===== src/design/nau_pkg.sv =====
// Package for the activation unit: mode codes, configuration struct,
// fixed-point constants and the sigmoid and density lookup tables.
// Depends on nothing; every other file imports it.
`timescale 1ns / 1ps
`default_nettype none

package nau_pkg;

    // Activation selection codes. Code 7 is unused and passes the input through.
    typedef enum logic [2:0] {
        ACT_SIGMOID   = 3'd0,
        ACT_SIG_SNAP  = 3'd1,
        ACT_BOOL_SNAP = 3'd2,
        ACT_RELU      = 3'd3,
        ACT_LEAKY     = 3'd4,
        ACT_NOISY     = 3'd5,
        ACT_PRELU     = 3'd6
    } act_mode_t;

    localparam int DATA_W  = 16;
    localparam int SHAPE_W = 10;

    typedef logic signed [DATA_W-1:0]  q78_t;
    typedef logic signed [SHAPE_W-1:0] shape_t;

    // Configuration as seen by the datapath.
    typedef struct packed {
        act_mode_t mode;
        shape_t    shape;
    } act_cfg_t;

    // Register indexes on the configuration port (address bit 2).
    localparam logic REG_ACT_MODE = 1'b0;
    localparam logic REG_SHAPE    = 1'b1;

    // Fixed-point constants in Q.8 unless stated otherwise.
    localparam int SIG_LAST  = 32;
    localparam int DEN_LAST  = 16;
    localparam int LEAK_NUM  = 655;       // leak slope in Q0.16
    localparam int SNAP_HIGH = 187;       // sigmoid(1)
    localparam int SNAP_LOW  = 128;       // sigmoid(0)
    localparam int ONE_Q8    = 256;

    // Sigmoid of 0, 0.25, ... 8.0 in Q0.16.
    localparam logic [15:0] SIG_ROM [0:SIG_LAST] = '{
        16'd32768, 16'd36843, 16'd40793, 16'd44511, 16'd47910, 16'd50941,
        16'd53581, 16'd55834, 16'd57724, 16'd59287, 16'd60565, 16'd61598,
        16'd62428, 16'd63090, 16'd63615, 16'd64030, 16'd64357, 16'd64614,
        16'd64816, 16'd64974, 16'd65097, 16'd65194, 16'd65269, 16'd65328,
        16'd65374, 16'd65410, 16'd65438, 16'd65459, 16'd65476, 16'd65489,
        16'd65500, 16'd65508, 16'd65514
    };

    // Standard normal density of 0, 0.25, ... 4.0 in Q0.16.
    localparam logic [15:0] DEN_ROM [0:DEN_LAST] = '{
        16'd26145, 16'd25341, 16'd23073, 16'd19735, 16'd15858, 16'd11970,
        16'd8488,  16'd5654,  16'd3538,  16'd2080,  16'd1149,  16'd596,
        16'd290,   16'd133,   16'd57,    16'd23,    16'd9
    };

endpackage

`default_nettype wire


===== src/design/nau_stream_if.sv =====
// Valid/ready stream interfaces for the operand and result channels.
// Depends on nau_pkg for the Q7.8 payload type.
`timescale 1ns / 1ps
`default_nettype none

interface nau_operand_if;
    import nau_pkg::*;

    logic valid;
    logic ready;
    q78_t value_in;

    modport source (output valid, output value_in, input ready);
    modport sink   (input valid, input value_in, output ready);
endinterface

interface nau_result_if;
    import nau_pkg::*;

    logic valid;
    logic ready;
    q78_t value_out;

    modport source (output valid, output value_out, input ready);
    modport sink   (input valid, input value_out, output ready);
endinterface

`default_nettype wire


===== src/design/nau_cfg_regs.sv =====
// APB-style register file holding the activation mode and shape parameter.
// Depends on nau_pkg for register indexes and the configuration struct.
`timescale 1ns / 1ps
`default_nettype none

module nau_cfg_regs
    import nau_pkg::*;
(
    input  wire logic        clk,
    input  wire logic        rst_n,
    input  wire logic        psel,
    input  wire logic        penable,
    input  wire logic        pwrite,
    input  wire logic [2:0]  paddr,
    input  wire logic [31:0] pwdata,
    output logic      [31:0] prdata,
    output logic             pready,
    output act_cfg_t         cfg
);

    logic   [2:0] act_mode_reg;
    logic   [2:0] act_mode_next;
    shape_t       shape_reg;
    shape_t       shape_next;
    logic         wr_en;
    logic         reg_sel;

    // Registers are word aligned; the byte offset within a word is ignored.
    assign reg_sel = paddr[2];
    assign pready  = 1'b1;
    assign wr_en   = psel & penable & pwrite & pready;

    always_comb
    begin
        act_mode_next = act_mode_reg;
        shape_next    = shape_reg;
        if (wr_en)
        begin
            case (reg_sel)
                REG_ACT_MODE: act_mode_next = pwdata[2:0];
                REG_SHAPE:    shape_next    = $signed(pwdata[SHAPE_W-1:0]);
                default:      act_mode_next = act_mode_reg;
            endcase
        end
    end

    always_ff @(posedge clk or negedge rst_n)
    begin
        if (!rst_n)
        begin
            act_mode_reg <= 3'd0;
            shape_reg    <= '0;
        end
        else
        begin
            act_mode_reg <= act_mode_next;
            shape_reg    <= shape_next;
        end
    end

    always_comb
    begin
        case (reg_sel)
            REG_ACT_MODE: prdata = {29'd0, act_mode_reg};
            REG_SHAPE:    prdata = {{(32-SHAPE_W){shape_reg[SHAPE_W-1]}}, shape_reg};
            default:      prdata = 32'd0;
        endcase
    end

    assign cfg.mode  = act_mode_t'(act_mode_reg);
    assign cfg.shape = shape_reg;

endmodule

`default_nettype wire


===== src/design/nau_act_func.sv =====
// Combinational activation datapath: table interpolation, snapping, slopes
// and saturation for one Q7.8 value. Depends on nau_pkg.
`timescale 1ns / 1ps
`default_nettype none

module nau_act_func
    import nau_pkg::*;
(
    input  wire act_cfg_t cfg,
    input  wire q78_t     x,
    output q78_t          y
);

    // True when |centre - v| <= tol; a negative tolerance never matches.
    function automatic logic near(input logic signed [16:0] centre,
                                  input logic signed [16:0] v,
                                  input shape_t             tol);
        logic signed [17:0] d;
        logic signed [18:0] a;
        begin
            d = 18'(centre) - 18'(v);
            a = d[17] ? -19'(d) : 19'(d);
            near = a <= 19'(tol);
        end
    endfunction

    logic        [16:0] mag;
    logic               sig_sat;
    logic        [5:0]  sig_i;
    logic        [5:0]  sig_n;
    logic        [5:0]  frac;
    logic        [15:0] sig_base;
    logic        [11:0] sig_diff;
    logic        [17:0] sig_prod;
    logic        [22:0] sig_v;
    logic        [22:0] sig_signed_v;
    logic        [22:0] sig_rnd;
    logic        [8:0]  sig_q8;

    logic               den_sat;
    logic        [4:0]  den_i;
    logic        [4:0]  den_n;
    logic        [15:0] den_base;
    logic        [11:0] den_diff;
    logic        [17:0] den_prod;
    logic        [22:0] den_v;
    logic        [22:0] den_rnd;
    logic        [8:0]  den_q8;

    logic signed [16:0] x_wide;
    logic signed [16:0] sig_wide;
    logic signed [16:0] sig_snapped;
    logic signed [16:0] bool_snapped;

    logic signed [27:0] leak_prod;
    logic signed [27:0] leak_sum;
    logic signed [25:0] pr_prod;
    logic signed [26:0] pr_sum;
    logic signed [18:0] pr_shift;
    q78_t               pr_sat;

    logic signed [16:0] noisy_sum;
    q78_t               noisy_sat;

    assign x_wide = 17'(x);
    assign mag    = x[DATA_W-1] ? 17'(-x_wide) : 17'(x_wide);
    assign frac   = mag[5:0];

    // Sigmoid: table step of 0.25, linear interpolation in Q0.22.
    assign sig_sat  = mag[16:11] != 6'd0;
    assign sig_i    = sig_sat ? 6'(SIG_LAST) : {1'b0, mag[10:6]};
    assign sig_n    = sig_sat ? 6'(SIG_LAST) : 6'(sig_i + 6'd1);
    assign sig_base = SIG_ROM[sig_i];
    assign sig_diff = 12'(SIG_ROM[sig_n] - SIG_ROM[sig_i]);
    assign sig_prod = sig_diff * (sig_sat ? 6'd0 : frac);
    assign sig_v    = {1'b0, sig_base, 6'd0} + 23'(sig_prod);
    assign sig_signed_v = x[DATA_W-1] ? (23'd1 << 22) - sig_v : sig_v;
    assign sig_rnd  = sig_signed_v + 23'd8192;
    assign sig_q8   = sig_rnd[22:14];

    // Density is falling, so the step is subtracted.
    assign den_sat  = mag[16:10] != 7'd0;
    assign den_i    = den_sat ? 5'(DEN_LAST) : {1'b0, mag[9:6]};
    assign den_n    = den_sat ? 5'(DEN_LAST) : 5'(den_i + 5'd1);
    assign den_base = DEN_ROM[den_i];
    assign den_diff = 12'(DEN_ROM[den_i] - DEN_ROM[den_n]);
    assign den_prod = den_diff * (den_sat ? 6'd0 : frac);
    assign den_v    = {1'b0, den_base, 6'd0} - 23'(den_prod);
    assign den_rnd  = den_v + 23'd8192;
    assign den_q8   = den_rnd[22:14];

    assign sig_wide = 17'(sig_q8);

    always_comb
    begin
        if (near(17'(SNAP_HIGH), sig_wide, cfg.shape))
            sig_snapped = 17'(SNAP_HIGH);
        else if (near(17'(SNAP_LOW), sig_wide, cfg.shape))
            sig_snapped = 17'(SNAP_LOW);
        else
            sig_snapped = sig_wide;

        if (near(17'(ONE_Q8), x_wide, cfg.shape))
            bool_snapped = 17'(ONE_Q8);
        else if (near(17'sd0, x_wide, cfg.shape))
            bool_snapped = 17'sd0;
        else
            bool_snapped = x_wide;
    end

    // Leaky slope: round to nearest with ties upward; the result is always tiny.
    assign leak_prod = 28'(x) * 28'(LEAK_NUM);
    assign leak_sum  = leak_prod + 28'sd32768;

    // Parametric slope, saturated to 16 bits.
    assign pr_prod  = 26'(x) * 26'(cfg.shape);
    assign pr_sum   = 27'(pr_prod) + 27'sd128;
    assign pr_shift = pr_sum[26:8];
    always_comb
    begin
        if (pr_shift > 19'sd32767)
            pr_sat = 16'sh7fff;
        else if (pr_shift < -19'sd32768)
            pr_sat = 16'sh8000;
        else
            pr_sat = pr_shift[15:0];
    end

    // Noisy ReLU: the density is never negative, so only the upper bound can be hit.
    assign noisy_sum = x_wide + 17'(den_q8);
    assign noisy_sat = (noisy_sum > 17'sd32767) ? 16'sh7fff : noisy_sum[15:0];

    always_comb
    begin
        case (cfg.mode)
            ACT_SIGMOID:   y = 16'(sig_q8);
            ACT_SIG_SNAP:  y = sig_snapped[15:0];
            ACT_BOOL_SNAP: y = bool_snapped[15:0];
            ACT_RELU:      y = (x > 16'sd0) ? x : 16'sd0;
            ACT_LEAKY:     y = (x > 16'sd0) ? x : 16'($signed(leak_sum[27:16]));
            ACT_NOISY:     y = (noisy_sat > 16'sd0) ? noisy_sat : 16'sd0;
            ACT_PRELU:     y = (x > 16'sd0) ? x : pr_sat;
            default:       y = x;
        endcase
    end

endmodule

`default_nettype wire


===== src/design/neural_activation_unit_core.sv =====
// Top level of the activation unit: configuration port, operand register,
// activation datapath and result register. Depends on nau_pkg, the stream
// interfaces, nau_cfg_regs and nau_act_func.
// The result passes through the operand register and then the result
// register before it can transfer; a result stall holds it in either.
// Throughput: one value per cycle while results are taken, set by the
// single pass through the datapath between the two registers.
// Reset: asynchronous, active low; clears both valid flags, act_mode and
// shape_param. No clearing pass is needed.
`timescale 1ns / 1ps
`default_nettype none

module neural_activation_unit_core
    import nau_pkg::*;
(
    input  wire logic        clk,
    input  wire logic        rst_n,
    nau_operand_if.sink      operand,
    nau_result_if.source     result,
    input  wire logic        psel,
    input  wire logic        penable,
    input  wire logic        pwrite,
    input  wire logic [2:0]  paddr,
    input  wire logic [31:0] pwdata,
    output logic      [31:0] prdata,
    output logic             pready
);

    act_cfg_t cfg;

    // Stage one holds the operand; stage two holds the finished result.
    logic     in_valid_reg;
    logic     in_valid_next;
    q78_t     x_reg;
    logic     out_valid_reg;
    logic     out_valid_next;
    q78_t     y_reg;
    q78_t     y_next;

    logic     out_free;
    logic     in_free;
    logic     take_in;

    nau_cfg_regs u_cfg (
        .clk     (clk),
        .rst_n   (rst_n),
        .psel    (psel),
        .penable (penable),
        .pwrite  (pwrite),
        .paddr   (paddr),
        .pwdata  (pwdata),
        .prdata  (prdata),
        .pready  (pready),
        .cfg     (cfg)
    );

    nau_act_func u_func (
        .cfg (cfg),
        .x   (x_reg),
        .y   (y_next)
    );

    // The result register can be loaded when it is empty or being emptied
    // this cycle, and the operand register can then move on. This lets a
    // new operand transfer happen every cycle while results keep flowing.
    assign out_free      = !out_valid_reg || result.ready;
    assign in_free       = !in_valid_reg || out_free;
    assign take_in       = operand.valid && in_free;
    assign operand.ready = in_free;

    assign in_valid_next  = in_free ? operand.valid : in_valid_reg;
    assign out_valid_next = out_free ? in_valid_reg : out_valid_reg;

    always_ff @(posedge clk or negedge rst_n)
    begin
        if (!rst_n)
        begin
            in_valid_reg  <= 1'b0;
            out_valid_reg <= 1'b0;
        end
        else
        begin
            in_valid_reg  <= in_valid_next;
            out_valid_reg <= out_valid_next;
        end
    end

    // Payload registers carry no reset; their valid flags guard them.
    always_ff @(posedge clk)
    begin
        if (take_in)
            x_reg <= operand.value_in;
        if (out_free && in_valid_reg)
            y_reg <= y_next;
    end

    assign result.valid     = out_valid_reg;
    assign result.value_out = y_reg;

endmodule

`default_nettype wire


===== src/flat_wrapper.sv =====
// flat-port wrapper written by rule: the top's interface ports become plain ports
module neural_activation_unit_core_flat import nau_pkg::*;
  (clk, rst_n, psel, penable, pwrite, paddr, pwdata, prdata, pready, operand_valid, operand_value_in, operand_ready, result_valid, result_value_out, result_ready);
  nau_operand_if operand_i ();
  nau_result_if result_i ();
  input  wire logic clk;
  input  wire logic rst_n;
  input  wire logic psel;
  input  wire logic penable;
  input  wire logic pwrite;
  input  wire logic [2:0] paddr;
  input  wire logic [31:0] pwdata;
  output logic      [31:0] prdata;
  output logic pready;
  input wire logic [$bits(operand_i.valid)-1:0] operand_valid;
  input wire logic [$bits(operand_i.value_in)-1:0] operand_value_in;
  output wire logic [$bits(operand_i.ready)-1:0] operand_ready;
  output wire logic [$bits(result_i.valid)-1:0] result_valid;
  output wire logic [$bits(result_i.value_out)-1:0] result_value_out;
  input wire logic [$bits(result_i.ready)-1:0] result_ready;
  assign operand_i.valid = operand_valid;
  assign operand_i.value_in = operand_value_in;
  assign operand_ready = operand_i.ready;
  assign result_valid = result_i.valid;
  assign result_value_out = result_i.value_out;
  assign result_i.ready = result_ready;
  neural_activation_unit_core u_core (.clk(clk), .rst_n(rst_n), .operand(operand_i), .result(result_i), .psel(psel), .penable(penable), .pwrite(pwrite), .paddr(paddr), .pwdata(pwdata), .prdata(prdata), .pready(pready));
endmodule

===== config.mk =====
export PLATFORM = sky130hd
export DESIGN_NAME = neural_activation_unit_core_flat
export DESIGN_NICKNAME = d
export VERILOG_FILES = /design/src/design/nau_pkg.sv /design/src/design/nau_stream_if.sv /design/src/design/nau_cfg_regs.sv /design/src/design/nau_act_func.sv /design/src/design/neural_activation_unit_core.sv /design/src/flat_wrapper.sv
export SDC_FILE = /design/constraint.sdc
export NUM_CORES = 1
export LEC_CHECK = 0
export ABC_CLOCK_PERIOD_IN_PS = 22000
export BUFFER_PORTS_ARGS = -buffer_cell sky130_fd_sc_hd__buf_2
export CELL_PAD_IN_SITES_DETAIL_PLACEMENT = 0
export CELL_PAD_IN_SITES_GLOBAL_PLACEMENT = 1
export CORE_ASPECT_RATIO = 0.7
export CORE_UTILIZATION = 50
export CTS_BUF_LIST = sky130_fd_sc_hd__clkbuf_4 sky130_fd_sc_hd__clkbuf_8
export DETAILED_ROUTE_END_ITERATION = 8
export PLACE_DENSITY_LB_ADDON = 0.25
export SLEW_MARGIN = 0
export SYNTH_ARGS = -nofsm -noshare
export SYNTH_HDL_FRONTEND = slang
export SYNTH_HIERARCHICAL = 1
export SYNTH_SLANG_ARGS = --single-unit

===== constraint.sdc =====
create_clock -name clk -period 22 [get_ports clk]
set_input_delay 3.3 -clock clk [delete_from_list [all_inputs] [get_ports clk]]
set_output_delay 3.3 -clock clk [all_outputs]
set_load 0.02 [all_outputs]

## Yosys cells after proc, flatten, opt, wreduce, memory -nomap -nowiden

Memory sizes are Yosys's and may differ from the RTL's.
Index checks and enable logic that the tools add are counted.

- Register bits after elaboration: 47
- Memory bits (read-only): 3072
- Output and inout port bits: 51
- Word-level logic and storage cells: 105
- Memories: 4

Memory list:

| memory | depth | bits a word | read ports | clocked after Yosys merged registers in | write ports | RTL line | source |
|---|---|---|---|---|---|---|---|
| (no name shown) | 64 | 16 | 1 | 0 | 0 | nau_act_func.sv:74 | `assign sig_diff = 12'(SIG_ROM[sig_n] - SIG_ROM[sig_i]);` |
| (no name shown) | 64 | 16 | 1 | 0 | 0 | nau_act_func.sv:74 |  |
| (no name shown) | 32 | 16 | 1 | 0 | 0 | nau_act_func.sv:86 | `assign den_diff = 12'(DEN_ROM[den_i] - DEN_ROM[den_n]);` |
| (no name shown) | 32 | 16 | 1 | 0 | 0 | nau_act_func.sv:86 |  |

- Add/sub/neg operators: 21
- Multiply operators: 4
- $lt $le $gt $ge: 13
- Eq/ne operators: 6
- Multiplexer cells: 33
- Bitwise gates (word level): 7
- Reductions and logical operators: 11

Operator list:

| cell | count |
|---|---|
| 16-bit 2-to-1 mux | 13 |
| 16-bit case mux with 7 select lines | 1 |
| 19-bit by 10-bit less-or-equal comparator with 1-bit output | 4 |
| 19-bit 2-to-1 mux | 4 |
| 32-bit case mux with 2 select lines | 1 |
| 12-bit 2-to-1 mux | 4 |
| 23-bit by 14-bit adder with 23-bit output, second input constant | 2 |
| 10-bit negation with 19-bit output | 2 |
| 17-bit negation with 19-bit output | 2 |
| 12-bit by 6-bit multiplier with 18-bit output | 2 |
| 16-bit by 1-bit > comparator with 1-bit output, second input constant | 2 |
| 27-bit by 17-bit adder with 28-bit output, second input constant | 1 |
| 26-bit by 9-bit adder with 27-bit output, second input constant | 1 |
| 16-bit by 11-bit multiplier with 27-bit output, second input constant | 1 |
| 16-bit by 10-bit multiplier with 26-bit output | 1 |
| 6-bit 2-to-1 mux | 4 |
| 12-bit subtractor | 2 |
| 22-bit by 18-bit adder with 23-bit output | 1 |
| 23-bit 2-to-1 mux | 1 |
| 22-bit by 18-bit subtractor with 23-bit output | 1 |
| 23-bit subtractor, first input constant | 1 |
| 8-bit by 9-bit subtractor with 10-bit output, first input constant | 2 |
| 19-bit by 16-bit > comparator with 1-bit output, second input constant | 1 |
| 19-bit by 16-bit < comparator with 1-bit output, second input constant | 1 |
| other kinds (26) | 40 |

## Longest topological paths before layout

- Depth in word-level cells: 23
- Gate-level depth with buffers: 85
- Mapped depth without buffers: 76

## Hierarchy

The synthesis kept the hierarchy.

By module, submodules not included:

| module | instances | cells each | area an instance (sq um) | sequential area each (sq um) |
|---|---|---|---|---|
| nau_act_func | 1 | 2891 | 22615.4 | 0.0 |
| neural_activation_unit_core | 1 | 40 | 1064.8 | 1011.0 |
| nau_cfg_regs | 1 | 63 | 760.7 | 325.3 |

## Worst setup path before layout

OpenSTA, ideal clock, no wires.

- Path kind: register -> register
- From: register u_core.x_reg[15]
- To: register u_core.y_reg[8], in the netlist u_core/result.value_out[8], data pin
- Setup time: 254 ps
- Arrival time: 14992 ps
- Required time: 21746 ps
- Path slack: 6753 ps
- Stages on the path, launching flop included: 81
- Buffers on the path: 8
- Period minus slack after synthesis: 15247 ps
- Cells stage by stage: edfxtp_1 inv_1 clkbuf_1 buf_1 buf_1 ha_1 nand3_1 nor2_1 ha_1 nor2_1 o311a_1 and3_1 buf_4 clkbuf_1 nand2_1 inv_1 ha_1 clkbuf_1 (+45 left out) a31oi_1 o21a_1 mux2_2 ha_1 nor2b_1 o21a_1 o21a_1 o21a_1 o21a_1 o21a_1 o21bai_1 a21oi_1 o221ai_1 o21a_1 nor3_1 a221oi_1 o31ai_1 o21a_1

- Longest elaborated chain between the ends: 23
- Elaborated cells between the ends (all ways): 76
- Those cells by class: add/sub: 21; mul: 4; order compare: 9; mux: 32; bitwise: 4; reduce/logical: 2; memory: 4

Ends and longest elaborated chain:

| item | RTL line | source |
|---|---|---|
| from (decl) | neural_activation_unit_core.sv:34 | `q78_t x_reg;` |
| from (signal assigned) | neural_activation_unit_core.sv:92 | `x_reg <= operand.value_in;` |
| 16-bit negation with 17-bit output | nau_act_func.sv:66 | `assign mag = x[DATA_W-1] ? 17'(-x_wide) : 17'(x_wide);` |
| 17-bit 2-to-1 mux | nau_act_func.sv:66 |  |
| 6-bit nonzero test | nau_act_func.sv:70 | `assign sig_sat = mag[16:11] != 6'd0;` |
| 6-bit 2-to-1 mux | nau_act_func.sv:71 | `assign sig_i = sig_sat ? 6'(SIG_LAST) : {1'b0, mag[10:6]};` |
| 6-bit by 1-bit adder with 6-bit output | nau_act_func.sv:72 | `assign sig_n = sig_sat ? 6'(SIG_LAST) : 6'(sig_i + 6'd1);` |
| 6-bit 2-to-1 mux | nau_act_func.sv:72 |  |
| 6-bit inverter with 7-bit output (implied by the code) | nau_act_func.sv:74 |  |
| memory read 64 x 16 bit | - |  |
| (+8 left out) | - |  |
| 8-bit by 9-bit subtractor with 10-bit output | nau_act_func.sv:21 | `d = 18'(centre) - 18'(v);` |
| 10-bit negation with 19-bit output | nau_act_func.sv:22 | `a = d[17] ? -19'(d) : 19'(d);` |
| 19-bit 2-to-1 mux | nau_act_func.sv:22 |  |
| 19-bit by 10-bit less-or-equal comparator with 1-bit output | nau_act_func.sv:23 | `near = a <= 19'(tol);` |
| 9-bit 2-to-1 mux | nau_act_func.sv:98 | `else if (near(17'(SNAP_LOW), sig_wide, cfg.shape))` |
| 9-bit 2-to-1 mux | nau_act_func.sv:96 | `if (near(17'(SNAP_HIGH), sig_wide, cfg.shape))` |
| 16-bit case mux with 7 select lines * | nau_act_func.sv:135 | `case (cfg.mode)` |
| named net u_core.y_next[8] | neural_activation_unit_core.sv:38 | `q78_t y_next;` |
| to (signal assigned) | neural_activation_unit_core.sv:94 | `y_reg <= y_next;` |
| to (decl) | neural_activation_unit_core.sv:37 | `q78_t y_reg;` |

Mark *: on every way through the listed nets, which the timed path passes. The rest lies on a longest branch. The select of a mux whose other input is x is not followed.
A chain may end at the register's enable or synchronous reset.

## Final worst setup path

- From: register u_core.x_reg[6]
- To: register u_core.y_reg[8], in the netlist u_core/result.value_out[8], data pin

The elaborated chain is that of the path after synthesis.

==> key figures <==
Status
  – Status: complete, no violations

STA
  – RSZ-0062 raised after global routing: no
  – # setup viols final: 0
  – Count of final max-slew check failures: 0
  – Fmax: 54.8 MHz
  – Final worst path period share: 83.0%
  – Fin Setup TNS: 0 ns
  – Tmin final: 18.25 ns
  – Slew @ Worst Pin: 1.07 ns
  – Hold Fails Final Rpt: 0
  – Clk_skew: 0.0184 ns
  – Slew Limit Headroom: 28.0%
  – Hold_ws: 0.581 ns
  – Final setup margin: 3.75 ns

Cells and area
  – Multi-input gate area: 0.0211 mm²
  – Fin nets: 3730
  – Final Util: 53.2%
  – Share of layout cells above drive strength 1: 7.43%
  – Ant. Diodes: 0
  – Commonest non-fill, non-tap cell in the layout: inv_1
  – FF+latch area: 0.00134 mm²
  – Layout filler cell count: 4617
  – Commonest non-fill, non-tap cells in the layout: 383 x inv_1, 366 x ha_1, 317 x nor2_1
  – Area Overhead vs Synth: 4.55%

Synthesis
  – Synth Flop Type: edfxtp_1
  – Number of flops mapped to enable cells by yosys: 32
  – Yosys reg bits: 47
  – Yosys warning total: 6
  – Register area share after synthesis: 5.47%
  – Post-synth cell types: 103
  – Post-synth top area cell: fa_1
  – Syn avg cell area: 8.16 µm²
  – Synth area leaders: fa_1 25%, ha_1 19%, inv_1 5.9%
  – Synthesized cell area: 0.0244 mm²
  – Syn Inst Count: 2994
  – Async SR Flop Fraction: 31.9%
  – Share of Yosys cell area claimed by the top area cell type: 24.9%

Global routing
  – Pin count of the biggest net entering global routing: 64
  – Gr usage total: 28.9%
  – Vias in the first global route: 20.7k
  – Gr ovfl total: 0
  – Initial antenna violation count: 3
  – First-pass GRT wire length: 115 mm

Critical path
  – Worst setup EP type: flip-flop
  – Critical R2R Launch: u_core/x_reg[6]
  – WS Path Type: flip-flop to flip-flop
  – CP Data Arrival Time: 18.35 ns
  – Crit-path slowest cell: clkinv_1
  – Max stage delay on crit path: 0.67 ns
  – Worst setup SP type: flip-flop
  – Max FO, Critical Path: 37
  – Critical path required time: 22.09 ns
  – CP startpoint: u_core/x_reg[6]

Clock tree
  – CTS H-tree lvls: 2
  – Clk_lat worst skew: 0.35 ns
  – CTS Sinks: 47
  – Hold-fix buffers at CTS: 0
  – CTS max path bufs: 2
  – Post-CTS sizing: 0
  – Clock transition at path regs: 0.10 ns
  – CTS Buf Count: 5
  – Post-CTS Setup Inserts: 0
  – CTS tree: built
  – Clock root buffer: clkbuf_8

Floorplanning
  – Initial Utilization: 50.9%
  – Die area: 0.0498 mm²
  – Core area: 0.0480 mm²
  – Die H: 187 µm
  – Num rows: 67
  – IO Pins: 109
  – Die Wd: 266 µm

Routing
  – Vias per Instance: 5.83
  – Via count: 21.3k
  – Post-DRT Antenna Nets: 0
  – Iter 0 DRT Violations: 1931
  – Total wire length: 71.1 mm
  – DR WL/cell: 19.4 µm
  – DR DRC count: 0
  – DRT Pass-1 Iters: 6

Min path
  – Worst Hold Launch: u_core/in_valid_reg
  – Hold WC Path Type: flip-flop to flip-flop

Placed design
  – Placer congestion estimate: 0.973
  – Pre-CTS setup slack: 4.09 ns
  – Port bufs: 83
  – Detailed Place HPWL: 57.8 mm

Run
  – Max cap viols: 0
==> synth_stat cells, types with 30 or more instances <==
cell type  instances
a21o_1            48
a21oi_1          150
and2_1            33
clkbuf_1          90
edfxtp_1          32
fa_1             304
ha_1             366
inv_1            383
nand2_1          281
nand2b_1          30
nand3_1           65
nor2_1           317
nor2b_1           32
nor3_1            40
o21a_1            42
o21ai_0          126
xnor2_1          143
xor2_1            46
==> path summary, 6_finish.rpt <==
path                                                end  slack (ns)  cells after the start
hold / removal                      u_core/result.valid        0.58                      1
setup / recovery             u_core/result.value_out[8]        3.75                     76
max in group asynchronous  u_core/u_cfg/act_mode_reg[0]       18.76                      1
setup reg to reg             u_core/result.value_out[8]        3.75                     76
min in group asynchronous           u_core/in_valid_reg        2.89                      1
hold reg to reg                     u_core/result.valid        0.58                      1
==> layout make-up <==
cell class                      instances  area share [%]
Clock buffer                            7           0.328
Sequential cell                        47            5.23
Clock inverter                          1           0.118
Tap cell                              655            3.21
Inverter                              391            5.74
Timing Repair Buffer                  122            2.77
Multi-Input combinational cell       2435            82.6
==> routing by layer <==
metal	global-route usage [%]	vias to the layer above	share of wire, %
met5	0	-	0
met4	2.34	0	0.54
met3	3.92	40	8.5
met2	41.2	813	41
met1	47.2	10500	50
li1	-	10000	-
==> metrics by stage <==
step	instance area (µm²)	cells
2_1_floorplan	24500	3017
3_3_place_gp	25400	3650
3_5_place_dp	25400	3650
4_1_cts	25600	3658
5_1_grt	25600	3658
6_report	25600	3658
==> logic make-up after synthesis <==
| group | Yosys count | share of synthesized area (%) |
|---|---|---|
| and+or+nand+nor | 933 | 17.7 |
| muxes | 28 | 1.23 |
| AOI/OAI and AO/OA | 583 | 15.9 |
| buffers and inverters | 535 | 8.74 |
| xor gates and xnor gates | 196 | 7.28 |
| adders and majority gates | 670 | 43.6 |
| other | 2 | 0.0307 |
| DFF | 47 | 5.47 |
==> worst max-delay path, delay by kind of cell, from the launching register on <==
| kind | cells | cell delay [ns] |
|---|---|---|
| AO/OA/AOI/OAI | 26 | 4.87 |
| adder cells (fa/ha/maj) | 12 | 4.63 |
| AND/OR/NAND/NOR | 25 | 4.24 |
| buffers and inverters | 9 | 2.40 |
| XOR/XNOR | 3 | 1.12 |
| multiplexers | 1 | 0.38 |
| flip-flops | 1 | 0.34 |
Power is left out: the tool's default activity adds up to more than one toggle a clock period on the data nets, which glitch-free logic cannot reach.
